File: config.mk
export PLATFORM = sky130hd
export DESIGN_NAME = direct_form_iir_filter_unit
export DESIGN_NICKNAME = d
export VERILOG_FILES = /design/src/hdl/dfi_pkg.sv /design/src/hdl/dfi_mac.sv /design/src/hdl/direct_form_iir_filter_unit.sv
export SDC_FILE = /design/constraint.sdc
export NUM_CORES = 2
export LEC_CHECK = 0
export ABC_CLOCK_PERIOD_IN_PS = 22200
export BUFFER_PORTS_ARGS = -buffer_cell sky130_fd_sc_hd__buf_2
export CORE_ASPECT_RATIO = 0.7
export CORE_UTILIZATION = 45
export CTS_CLUSTER_DIAMETER = 200
export CTS_CLUSTER_SIZE = 16
export DETAILED_ROUTE_END_ITERATION = 8
export GPL_TIMING_DRIVEN = 0
export PLACE_DENSITY = 0.6
export SYNTH_ARGS = -nofsm -noshare
export SYNTH_HDL_FRONTEND = slang
export SYNTH_SLANG_ARGS = --single-unit
File: constraint.sdc
create_clock -name aclk -period 22.2 [get_ports aclk]
set_clock_uncertainty 0.15 [all_clocks]
set_input_delay 2.22 -clock aclk [delete_from_list [all_inputs] [get_ports aclk]]
set_output_delay 2.22 -clock aclk [all_outputs]
set_load 0.02 [all_outputs]
File: src/hdl/dfi_pkg.sv
// ---------------------------------------------------------------------------
// dfi_pkg: shared definitions for the direct form I IIR filter
// Request codes, register indexes, fixed field widths and the control bundle
// that drives the shared multiply-accumulate unit.
// ---------------------------------------------------------------------------
package dfi_pkg;

    localparam int REQ_W      = 2;
    localparam int COEF_IDX_W = 4;
    localparam int TAP_CNT_W  = 4;
    localparam int CFG_IDX_W  = 4;

    localparam logic [REQ_W-1:0] REQ_SAMPLE = 2'd0;
    localparam logic [REQ_W-1:0] REQ_WR_NUM = 2'd1;
    localparam logic [REQ_W-1:0] REQ_WR_DEN = 2'd2;
    localparam logic [REQ_W-1:0] REQ_CLEAR  = 2'd3;

    localparam logic [CFG_IDX_W-1:0] CFG_NUM_TAPS = 4'd0;
    localparam logic [CFG_IDX_W-1:0] CFG_DEN_TAPS = 4'd1;

    typedef struct packed {
        logic clr;   // zero the accumulator
        logic vld;   // operands present this cycle
        logic sub;   // feedback term: subtract the product
    } mac_ctl_t;

endpackage

File: src/hdl/dfi_mac.sv
// ---------------------------------------------------------------------------
// dfi_mac: shared multiply-accumulate unit
// One registered product per cycle, then a sign-extended add or subtract
// into a wide accumulator.
// ---------------------------------------------------------------------------
module dfi_mac
    import dfi_pkg::*;
#(
    parameter int SAMPLE_WIDTH = 16,
    parameter int COEF_WIDTH   = 24,
    parameter int ACC_WIDTH    = 48
) (
    input  logic                          aclk,
    input  logic                          aresetn,
    input  mac_ctl_t                      ctl_in,
    input  logic signed [COEF_WIDTH-1:0]  coef_in,
    input  logic signed [SAMPLE_WIDTH-1:0] sample_in,
    output logic                          busy,
    output logic signed [ACC_WIDTH-1:0]   acc_out
);

    localparam int PROD_W = SAMPLE_WIDTH + COEF_WIDTH;

    logic signed [PROD_W-1:0]    prod_reg;
    logic signed [PROD_W-1:0]    prod_next;
    logic                        prod_vld_reg;
    logic                        prod_sub_reg;
    logic signed [ACC_WIDTH-1:0] acc_reg;
    logic signed [ACC_WIDTH-1:0] prod_ext;

    assign prod_next = coef_in * sample_in;
    assign prod_ext  = {{(ACC_WIDTH-PROD_W){prod_reg[PROD_W-1]}}, prod_reg};

    always_ff @(posedge aclk) begin
        if (!aresetn) begin
            prod_vld_reg <= 1'b0;
        end else begin
            prod_vld_reg <= ctl_in.vld;
        end
    end

    always_ff @(posedge aclk) begin
        prod_reg     <= prod_next;
        prod_sub_reg <= ctl_in.sub;
        if (ctl_in.clr) begin
            acc_reg <= '0;
        end else if (prod_vld_reg) begin
            acc_reg <= prod_sub_reg ? (acc_reg - prod_ext) : (acc_reg + prod_ext);
        end
    end

    assign busy    = prod_vld_reg;
    assign acc_out = acc_reg;

endmodule

File: src/hdl/direct_form_iir_filter_unit.sv
// ---------------------------------------------------------------------------
// direct_form_iir_filter_unit: direct form I IIR filter
// Fixed-point IIR filter with coefficient writes and history clear through
// the request stream, tap counts through the configuration channel.
// ---------------------------------------------------------------------------
// A sample request keeps s_tready low from acceptance until its result is
// loaded into the output register, so no new sample is accepted while one is
// in progress, nor while the result waits for a free output register. The
// single multiply-accumulate unit handles one coefficient per cycle, and the
// read, multiply and accumulate pipeline drains before rounding. Coefficient
// writes and history clears are accepted only while idle and return no
// result. The output is rounded half up and saturated to the sample range;
// m_tuser flags clipping.
module direct_form_iir_filter_unit
    import dfi_pkg::*;
#(
    parameter int ORDER          = 8,
    parameter int SAMPLE_WIDTH   = 16,
    parameter int COEF_WIDTH     = 24,
    parameter int COEF_FRAC_BITS = 18
) (
    input  logic                       aclk,
    input  logic                       aresetn,
    // request stream
    input  logic                       s_tvalid,
    output logic                       s_tready,
    // sample_in, coef_index, coef_value (lowest bits first), zero padded
    input  logic [((SAMPLE_WIDTH+COEF_IDX_W+COEF_WIDTH+7)/8)*8-1:0] s_tdata,
    input  logic [REQ_W-1:0]           s_tuser,  // req_type
    // result stream
    output logic                       m_tvalid,
    input  logic                       m_tready,
    output logic [((SAMPLE_WIDTH+7)/8)*8-1:0] m_tdata,  // sample_out, zero padded
    output logic [0:0]                 m_tuser,  // saturated
    // configuration write channel
    input  logic                       cfg_valid,
    output logic                       cfg_ready,
    input  logic [CFG_IDX_W-1:0]       cfg_index,
    input  logic [TAP_CNT_W-1:0]       cfg_data
);

    localparam int TAPS   = ORDER + 1;
    localparam int ADDR_W = $clog2(TAPS);
    localparam int HIST_W = (ORDER > 1) ? $clog2(ORDER) : 1;
    localparam int OUT_W  = ((SAMPLE_WIDTH + 7) / 8) * 8;
    localparam int GUARD  = $clog2(2 * TAPS) + 1;
    localparam int WIDE_W = (COEF_WIDTH > COEF_FRAC_BITS) ? COEF_WIDTH : COEF_FRAC_BITS;
    localparam int ACC_W  = SAMPLE_WIDTH + WIDE_W + GUARD;

    localparam logic [ACC_W-1:0] RND_HALF = ACC_W'(1) << (COEF_FRAC_BITS - 1);
    localparam logic [SAMPLE_WIDTH-1:0] SMAX = {1'b0, {(SAMPLE_WIDTH-1){1'b1}}};
    localparam logic [SAMPLE_WIDTH-1:0] SMIN = {1'b1, {(SAMPLE_WIDTH-1){1'b0}}};

    localparam logic [1:0] ST_IDLE  = 2'd0;
    localparam logic [1:0] ST_RUN   = 2'd1;
    localparam logic [1:0] ST_DRAIN = 2'd2;
    localparam logic [1:0] ST_FINAL = 2'd3;

    // request fields
    logic [REQ_W-1:0]               s_req;
    logic signed [SAMPLE_WIDTH-1:0] s_sample;
    logic [COEF_IDX_W-1:0]          s_cidx;
    logic signed [COEF_WIDTH-1:0]   s_cval;
    logic                           s_acc;
    logic                           cidx_ok;
    logic [ADDR_W-1:0]              waddr;

    // control
    logic [1:0]              state_reg, state_next;
    logic [ADDR_W-1:0]       k_reg, k_next;
    logic                    fb_phase_reg, fb_phase_next;
    logic [ADDR_W-1:0]       nb_last_reg, na_last_reg;
    logic [TAP_CNT_W-1:0]    num_taps_reg, den_taps_reg;
    logic signed [SAMPLE_WIDTH-1:0] x_reg;

    // coefficient stores and histories
    logic signed [COEF_WIDTH-1:0]   ff_mem [TAPS];
    logic signed [COEF_WIDTH-1:0]   fb_mem [TAPS];
    logic [TAPS-1:0]                ff_vld_reg, fb_vld_reg;
    logic signed [SAMPLE_WIDTH-1:0] pin_reg  [ORDER];
    logic signed [SAMPLE_WIDTH-1:0] pout_reg [ORDER];

    // read stage
    logic                           rd_vld_reg, rd_sub_reg, rd_fb_reg;
    logic                           ff_rdv_reg, fb_rdv_reg;
    logic signed [COEF_WIDTH-1:0]   ff_rd_reg, fb_rd_reg;
    logic signed [SAMPLE_WIDTH-1:0] rd_samp_reg;
    logic signed [SAMPLE_WIDTH-1:0] issue_samp;
    logic [HIST_W-1:0]              hidx;
    logic signed [COEF_WIDTH-1:0]   mac_coef;
    mac_ctl_t                       mac_ctl;
    logic                           mac_busy;
    logic signed [ACC_W-1:0]        acc;

    // rounding and output
    logic signed [ACC_W-1:0]        rnd_sum, rnd_sh;
    logic                           sat_hi, sat_lo;
    logic [SAMPLE_WIDTH-1:0]        y_val;
    logic                           out_load;
    logic                           m_valid_reg;
    logic [SAMPLE_WIDTH-1:0]        m_data_reg;
    logic                           m_sat_reg;

    function automatic logic [ADDR_W-1:0] last_tap(input logic [TAP_CNT_W-1:0] r);
        logic [ADDR_W-1:0] res;
        if (r == '0) begin
            res = '0;
        end else if (32'(r) > TAPS) begin
            res = ADDR_W'(ORDER);
        end else begin
            res = ADDR_W'(r - 1'b1);
        end
        return res;
    endfunction

    assign s_req    = s_tuser;
    assign s_sample = s_tdata[SAMPLE_WIDTH-1:0];
    assign s_cidx   = s_tdata[SAMPLE_WIDTH+COEF_IDX_W-1:SAMPLE_WIDTH];
    assign s_cval   = s_tdata[SAMPLE_WIDTH+COEF_IDX_W+COEF_WIDTH-1:SAMPLE_WIDTH+COEF_IDX_W];
    assign s_tready = (state_reg == ST_IDLE);
    assign s_acc    = s_tvalid && s_tready;
    assign cidx_ok  = (32'(s_cidx) <= ORDER);
    assign waddr    = ADDR_W'(s_cidx);

    assign cfg_ready = 1'b1;

    // configuration registers
    always_ff @(posedge aclk) begin
        if (!aresetn) begin
            num_taps_reg <= TAP_CNT_W'(1);
            den_taps_reg <= TAP_CNT_W'(1);
        end else if (cfg_valid && cfg_ready) begin
            unique case (cfg_index)
                CFG_NUM_TAPS: num_taps_reg <= cfg_data;
                CFG_DEN_TAPS: den_taps_reg <= cfg_data;
                default: ;
            endcase
        end
    end

    // coefficient memories: one write port, one registered read port
    always_ff @(posedge aclk) begin
        if (s_acc && cidx_ok && s_req == REQ_WR_NUM) begin
            ff_mem[waddr] <= s_cval;
        end
        if (s_acc && cidx_ok && s_req == REQ_WR_DEN) begin
            fb_mem[waddr] <= s_cval;
        end
        ff_rd_reg <= ff_mem[k_reg];
        fb_rd_reg <= fb_mem[k_reg];
    end

    // unwritten coefficients read as zero
    always_ff @(posedge aclk) begin
        if (!aresetn) begin
            ff_vld_reg <= '0;
            fb_vld_reg <= '0;
            ff_rdv_reg <= 1'b0;
            fb_rdv_reg <= 1'b0;
        end else begin
            if (s_acc && cidx_ok && s_req == REQ_WR_NUM) begin
                ff_vld_reg[waddr] <= 1'b1;
            end
            if (s_acc && cidx_ok && s_req == REQ_WR_DEN) begin
                fb_vld_reg[waddr] <= 1'b1;
            end
            ff_rdv_reg <= ff_vld_reg[k_reg];
            fb_rdv_reg <= fb_vld_reg[k_reg];
        end
    end

    // sequencer
    always_comb begin
        state_next    = state_reg;
        k_next        = k_reg;
        fb_phase_next = fb_phase_reg;
        unique case (state_reg)
            ST_IDLE: begin
                if (s_acc && s_req == REQ_SAMPLE) begin
                    state_next    = ST_RUN;
                    k_next        = '0;
                    fb_phase_next = 1'b0;
                end
            end
            ST_RUN: begin
                if (!fb_phase_reg) begin
                    if (k_reg == nb_last_reg) begin
                        if (na_last_reg != '0) begin
                            fb_phase_next = 1'b1;
                            k_next        = ADDR_W'(1);
                        end else begin
                            state_next = ST_DRAIN;
                        end
                    end else begin
                        k_next = k_reg + 1'b1;
                    end
                end else begin
                    if (k_reg == na_last_reg) begin
                        state_next = ST_DRAIN;
                    end else begin
                        k_next = k_reg + 1'b1;
                    end
                end
            end
            ST_DRAIN: begin
                if (!rd_vld_reg && !mac_busy) begin
                    state_next = ST_FINAL;
                end
            end
            ST_FINAL: begin
                if (out_load) begin
                    state_next = ST_IDLE;
                end
            end
            default: state_next = ST_IDLE;
        endcase
    end

    always_ff @(posedge aclk) begin
        if (!aresetn) begin
            state_reg    <= ST_IDLE;
            k_reg        <= '0;
            fb_phase_reg <= 1'b0;
            rd_vld_reg   <= 1'b0;
        end else begin
            state_reg    <= state_next;
            k_reg        <= k_next;
            fb_phase_reg <= fb_phase_next;
            rd_vld_reg   <= (state_reg == ST_RUN);
        end
    end

    // per-sample operands, latched at acceptance
    always_ff @(posedge aclk) begin
        if (s_acc && s_req == REQ_SAMPLE) begin
            x_reg       <= s_sample;
            nb_last_reg <= last_tap(num_taps_reg);
            na_last_reg <= last_tap(den_taps_reg);
        end
        rd_samp_reg <= issue_samp;
        rd_sub_reg  <= fb_phase_reg;
        rd_fb_reg   <= fb_phase_reg;
    end

    assign hidx = HIST_W'(k_reg - 1'b1);

    always_comb begin
        if (fb_phase_reg) begin
            issue_samp = pout_reg[hidx];
        end else if (k_reg == '0) begin
            issue_samp = x_reg;
        end else begin
            issue_samp = pin_reg[hidx];
        end
    end

    always_comb begin
        if (rd_fb_reg) begin
            mac_coef = fb_rdv_reg ? fb_rd_reg : '0;
        end else begin
            mac_coef = ff_rdv_reg ? ff_rd_reg : '0;
        end
    end

    assign mac_ctl.clr = s_acc && (s_req == REQ_SAMPLE);
    assign mac_ctl.vld = rd_vld_reg;
    assign mac_ctl.sub = rd_sub_reg;

    dfi_mac #(
        .SAMPLE_WIDTH (SAMPLE_WIDTH),
        .COEF_WIDTH   (COEF_WIDTH),
        .ACC_WIDTH    (ACC_W)
    ) u_mac (
        .aclk      (aclk),
        .aresetn   (aresetn),
        .ctl_in    (mac_ctl),
        .coef_in   (mac_coef),
        .sample_in (rd_samp_reg),
        .busy      (mac_busy),
        .acc_out   (acc)
    );

    // round half up, then clip to the sample range
    assign rnd_sum = acc + $signed(RND_HALF);
    assign rnd_sh  = rnd_sum >>> COEF_FRAC_BITS;
    assign sat_hi  = !rnd_sh[ACC_W-1] && (|rnd_sh[ACC_W-1:SAMPLE_WIDTH-1]);
    assign sat_lo  = rnd_sh[ACC_W-1] && !(&rnd_sh[ACC_W-1:SAMPLE_WIDTH-1]);

    always_comb begin
        if (sat_hi) begin
            y_val = SMAX;
        end else if (sat_lo) begin
            y_val = SMIN;
        end else begin
            y_val = rnd_sh[SAMPLE_WIDTH-1:0];
        end
    end

    assign out_load = (state_reg == ST_FINAL) && (!m_valid_reg || m_tready);

    // histories: shift on a finished sample, clear on request
    always_ff @(posedge aclk) begin
        if (!aresetn) begin
            for (int i = 0; i < ORDER; i++) begin
                pin_reg[i]  <= '0;
                pout_reg[i] <= '0;
            end
        end else if (s_acc && s_req == REQ_CLEAR) begin
            for (int i = 0; i < ORDER; i++) begin
                pin_reg[i]  <= '0;
                pout_reg[i] <= '0;
            end
        end else if (out_load) begin
            pin_reg[0]  <= x_reg;
            pout_reg[0] <= $signed(y_val);
            for (int i = 1; i < ORDER; i++) begin
                pin_reg[i]  <= pin_reg[i-1];
                pout_reg[i] <= pout_reg[i-1];
            end
        end
    end

    // output register
    always_ff @(posedge aclk) begin
        if (!aresetn) begin
            m_valid_reg <= 1'b0;
        end else if (out_load) begin
            m_valid_reg <= 1'b1;
        end else if (m_tready) begin
            m_valid_reg <= 1'b0;
        end
    end

    always_ff @(posedge aclk) begin
        if (out_load) begin
            m_data_reg <= y_val;
            m_sat_reg  <= sat_hi || sat_lo;
        end
    end

    assign m_tvalid = m_valid_reg;
    assign m_tdata  = OUT_W'(m_data_reg);
    assign m_tuser  = m_sat_reg;

`ifndef SYNTHESIS
    a_sample_starts_run: assert property (@(posedge aclk) disable iff (!aresetn)
        (s_tvalid && s_tready && s_tuser == REQ_SAMPLE) |=> (state_reg == ST_RUN))
        else $error("sample transaction did not start the tap sequence");

    a_tap_in_range: assert property (@(posedge aclk) disable iff (!aresetn)
        (state_reg == ST_RUN) |-> (32'(k_reg) <= ORDER))
        else $error("tap counter beyond filter order");

    a_idle_pipe_empty: assert property (@(posedge aclk) disable iff (!aresetn)
        (state_reg == ST_IDLE) |-> (!rd_vld_reg && !mac_busy))
        else $error("multiply-accumulate pipeline busy while idle");

    a_result_from_final: assert property (@(posedge aclk) disable iff (!aresetn)
        $rose(m_tvalid) |-> ($past(state_reg) == ST_FINAL))
        else $error("result presented outside the final step");
`endif

endmodule

# == Word-level counts from Yosys, hierarchy flattened ==
# Memory sizes are Yosys's and may differ from the RTL's. A register that Yosys moved wholly into a read port is not among the register bits.
# Index checks and enable logic that the tools add are counted.
# totals
reg_bits,183
latch_bits,0
ram_bits,688
rom_bits,0
in_bits,63
word_cells,210
mem_count,4
# classes
addsub,7
n_mul,1
div,0
order_cmp,6
n_eq_ne,17
shift,0
n_mux,81
n_bitwise,34
reduce_logical,36
# mem_list
memory,depth,width,read_ports,rd_clocked_by_memory_dff,write_ports,line_no,source
fb_mem,9,24,1,1,1,direct_form_iir_filter_unit.sv:78,logic signed [COEF_WIDTH-1:0] fb_mem [TAPS];
ff_mem,9,24,1,1,1,direct_form_iir_filter_unit.sv:77,logic signed [COEF_WIDTH-1:0] ff_mem [TAPS];
pin_reg,8,16,8,0,8,direct_form_iir_filter_unit.sv:80,logic signed [SAMPLE_WIDTH-1:0] pin_reg [ORDER];
pout_reg,8,16,8,0,8,direct_form_iir_filter_unit.sv:81,logic signed [SAMPLE_WIDTH-1:0] pout_reg [ORDER];
# ops
op,count
$mux W16,36
$mux W24,3
$add A46 B19 Y46 const B,1
$add A46 B40 Y46,1
$mux W46,1
$sub A46 B40 Y46,1
$mul A24 B16 Y40,1
$or A1 B1 Y1,32
$mux W4,7
$mux W1,21
$or A9 B9 Y9,2
$logic_not A4 Y1,4
$mux W2,7
$reduce_and A13 Y1,1
$reduce_or A13 Y1,1
$ne A3 B3 Y1 const B,4
$logic_and A1 B1 Y1,11
$lt A4 B5 Y1 const B,2
$bmux W1 S4,2
$eq A2 B2 Y1 const B,4
$eq A4 B4 Y1,2
$gt A4 B4 Y1 const B,2
$pmux W2 S4,1
$pmux W4 S2,1
21 further kinds,34

# == Longest topological paths before layout ==
# logic_depth
depth_word,8
ltp_mapped,29
depth_no_buf,26

# == Hierarchy ==
# Synthesis repeated with hierarchy kept, for this count alone.
# hier_totals
hier_cells,4374
hier_area_um2,53682.7
# modules_own_cells
mod,n_inst,cells_each,area_each_um2
direct_form_iir_filter_unit,1,2038,33776.1
dfi_mac,1,2336,19906.6

# == Worst setup path after synthesis ==
# Ideal clock, no wire load.
# synth_timing
kind,flip-flop to flip-flop
from,register rd_fb_reg
to,register u_mac.prod_reg[38]
setup_time_ns,0.118
arrival_ns,6.871
required_time_ns,21.932
setup_slack_ns,15.060
stages_incl_launch_ff,28
synth_period_minus_slack_ns,7.140
cell_sequence,dfxtp_1 -> and2_1 -> clkbuf_1 -> clkbuf_1 -> a22o_1 -> clkbuf_1 -> nand2_1 -> fa_1 -> inv_1 -> fa_1 -> inv_1 -> fa_1 -> inv_1 -> fa_1 -> fa_1 -> inv_1 -> fa_1 -> inv_1 -> ha_1 -> a21o_1 -> a21o_1 -> a21oi_1 -> o21ai_0 -> a21o_1 -> o41ai_2 -> o31ai_1 -> o41a_1 -> xor2_1
# synth_between
elab_chain_len,2
# synth_lines
element,line_no,source
start: declaration,direct_form_iir_filter_unit.sv:84,"logic rd_vld_reg, rd_sub_reg, rd_fb_reg;"
start signal: assignment,direct_form_iir_filter_unit.sv:242,rd_fb_reg <= fb_phase_reg;
$mux W24,direct_form_iir_filter_unit.sv:258,if (rd_fb_reg) begin
$mul A24 B16 Y40,dfi_mac.sv:31,assign prod_next = coef_in * sample_in;
via u_mac.prod_next[38],dfi_mac.sv:25,logic signed [PROD_W-1:0] prod_next;
end signal: assignment,dfi_mac.sv:43,prod_reg <= prod_next;
end: declaration,dfi_mac.sv:24,logic signed [PROD_W-1:0] prod_reg;
# The timed path passes the listed nets, and every way through them passes these cells.
# A chain may end at the register's enable or synchronous reset.

# == Worst setup path in the final report ==
# layout_timing
from,register rd_fb_reg
to,register u_mac.prod_reg[39]
# The elaborated chain is that of the path after synthesis.

==> impl_results.md <==
* Startpoint class of the critical path: flip-flop
* Leakage power at 22.1 nW
* DR WL met2 at 56.6 mm
* Endpoints failing setup at 0
* Buffers on Ports at 77
* Critical-path maximum fanout at 10
* DR iter-0 viols at 2951
* Maximum clock frequency at 107 MHz
* M1 WL at 66.6 mm
* WL final at 136 mm
* Die height at 288 um
* Avg Cell Area, Syn at 12.5 sq um
* Area of the multi-input gates at 24800 sq um
* Clock buffer count from CTS at 67
* Final nets at 4979
* Power Total at 4.30 mW
* Vias in the first global route at 32300
* Status: complete, no violations
* Clock slew at reported path FFs at 70 ps
* Hold Crit Class: flip-flop to flip-flop
* Initial Utilization at 0.456
* Tot GR Track Use at 0.233
* Post-synthesis mux area share at 0.0946
* Post-Syn Area at 52600 sq um
* Final hold vios at 0
* Max incr delay on CP at 750 ps
* Share of post-route cells with drive strength above 1 at 0.0866
* Grt total ovfl at 0
* Number of filler cells placed in the layout at 10100
* Biggest regs: fb_mem: 216 flops, ff_mem: 216 flops
* Post-CTS sizing at 0
* Via count at 33000
* Final Cycle Share at 0.423
* Compound-gate portion of the synthesized area at 0.0608
* Power density cells at 74.8 nW/um^2
* Clk Latency, worst-skew pair at 680 ps
* Largest family of logic cells by synthesized area: adder cells
* Die Area at 118000 sq um
* Peak VDD IR at 0.0000544 V
* Arr. time, crit path at 9760 ps
* Setup CP Type: flip-flop to flip-flop
* Endpoint class of the critical path: flip-flop
* #FFs+latches synth at 919
* Mapped Cells at 4224
* Top Ports at 83
* Most used DFF post-synth: edfxtp_1
* Slowest CP cell: a2111oi_0
* CTS Buffer Depth at 3
* Cts hold-fix bufs at 0
* Syn Nets at 4817
* Adder-cell share of the synthesized area at 0.180
* Met3 routed WL at 11.5 mm
* Worst Path Required at 22570 ps
* Core box area at 115000 sq um
* Post-Synth XOR/XNOR Area at 0.0241
* EDFF count, synth at 697
* Max Slew Vio Count at 0
* Global-route wire length before repair at 206 mm
* Root Driver: clkbuf_16
* Setup Fix Bufs, Post-CTS at 0
* RSZ-0062 raised after global routing: no
* Vias per cell at 5.52
* H-tree levels at 3
* MaxCap Viol Count at 0
* DP Wirelength at 103 mm
* Die Width at 411 um
* Largest net degree at the start of global routing at 65
* Worst-Margin Slew at 1230 ps
* Ys async rst share at 0
* WHS at 201 ps
* Final GP Congestion at 0.936
* Highest Signal Layer: met5
* Drt drc at 0
* Most frequent CP cell: fa_1
* Seq/Total Area, Yosys at 0.482
* Antenna Violating Nets Remaining at 0
* Synth warn at 0
* Setup_tns at 0 ps
* FP Rows at 104
* CTS tree: yes
* Initial antenna violation count at 9
* Clock sinks at 919
* Fin crit period at 9390 ps
* Final core occ at 0.498
* Slew headroom at 0.177
* Yosys cell types at 68
* FF/Latch Area at 25400 sq um
* TritonRoute pass-1 iters at 5
* P&R area growth vs syn at 9.33%
* Post-synthesis simple-gate area fraction at 0.110
* Routed len/inst at 22.8 um
==> critical path: cells and delay by family (launching register included) <==
family	cells	cell delay, ps
buffers and inverters	6	1560
DFF	1	390
adders and majority gates	7	3360
and+or+nand+nor	2	320
xor gates and xnor gates	1	180
AOI/OAI and AO/OA	9	3260
==> cell usage in the layout (no fill, tap or decap), types with 13 or more instances in the layout <==
cell type / netlist / final
nor2_4: 0 / 16
o21ai_0: 117 / 117
buf_16: 0 / 14
and2_1: 384 / 384
buf_2: 1 / 79
inv_1: 472 / 469
xnor2_1: 110 / 110
nor3_1: 54 / 54
clkbuf_1: 160 / 203
a21o_1: 46 / 46
mux2i_1: 126 / 126
nand4_1: 13 / 13
edfxtp_1: 697 / 697
a22o_1: 24 / 24
nor2b_1: 17 / 17
a21oi_1: 137 / 137
ha_1: 155 / 155
nand3_1: 29 / 29
a211oi_1: 33 / 33
nand2b_1: 15 / 15
buf_1: 32 / 31
nand2_1: 386 / 386
o21a_1: 34 / 34
clkbuf_16: 0 / 68
a31oi_1: 22 / 22
a211o_1: 18 / 18
and3_1: 20 / 18
fa_1: 375 / 375
xor2_1: 35 / 35
mux4_2: 164 / 164
dfxtp_1: 222 / 222
nor2_1: 198 / 182
o21bai_1: 17 / 17
==> cells in the mapped netlist (all sizes together) (5+ instances only) <==
library cell  number  area share
edfxtp           697        0.40
inv              472       0.034
nand2            387       0.028
and2             384       0.046
fa               375        0.14
dfxtp            222       0.084
nor2             200       0.014
mux4             164       0.070
clkbuf           161       0.012
ha               155       0.037
a21oi            137       0.013
mux2i            126       0.024
o21ai            117       0.011
xnor2            110       0.018
nor3              55      0.0053
a21o              46      0.0066
buf               36      0.0029
xor2              35      0.0058
o21a              34      0.0049
a211oi            33      0.0047
nand3             30      0.0029
a22o              24      0.0040
a31oi             22      0.0026
and3              20      0.0024
a211o             18      0.0030
nor2b             17      0.0020
o21bai            17      0.0024
nand2b            15      0.0018
nor4              14      0.0018
nand4             13      0.0015
or2                9      0.0011
o31ai              8      0.0011
nand3b             6     0.00086
o211ai             6     0.00086
o22ai              6     0.00071
or3                6     0.00071
a2111oi            5     0.00083
==> layer usage <==
layer	vias up	track usage
met5	-	0
met2	1055	0.326
met3	121	0.0548
met1	17000	0.370
li1	14800	-
met4	4	0.0391
==> layout make-up <==
class / instances / share of cell area
Antenna cell: 2 / 0.0000870
Buffer: 197 / 0.0133
Clock buffer: 112 / 0.0325
Clock inverter: 7 / 0.00285
Inverter: 472 / 0.0309
Multi-Input combinational cell: 2636 / 0.432
Sequential cell: 919 / 0.441
Tap cell: 1537 / 0.0334
Timing Repair Buffer: 93 / 0.0141
==> where the power goes <==
part           switching [mW]  leakage (nW)  internal, mW
registers               0.105          8.43          1.97
logic                   0.620          12.7         0.401
clock network           0.620         0.955         0.588
==> through the flow <==
| stage | setup slack [ps] | cells | cell area [sq um] |
|---|---|---|---|
| finish | 12810 | 5975 | 57500 |
| global placement | 12870 | 5838 | 54900 |
| floorplan | 15060 | 4224 | 52600 |
| global route | 12350 | 5973 | 57500 |
| detailed placement | 12810 | 5854 | 55500 |
| CTS | 12790 | 5973 | 57500 |
==> cells by family after synthesis <==
family	count (synthesis)
buf+inv	669
flops	919
simple gates	1170
mux	292
other cells	1
fa+ha+maj	530
xor+xnor	145
compound gates	498
==> final timing paths <==
path / startpoint / to / slack [ps] / depth (start not counted)
worst max-delay path: rd_fb_reg / u_mac.prod_reg[39] / 12810 / 25
worst min-delay path: fb_phase_reg / rd_fb_reg / 200 / 0
worst max register to register: rd_fb_reg / u_mac.prod_reg[39] / 12810 / 25
worst min register to register: fb_phase_reg / rd_fb_reg / 200 / 0
(Power assumes the default switching activity.)
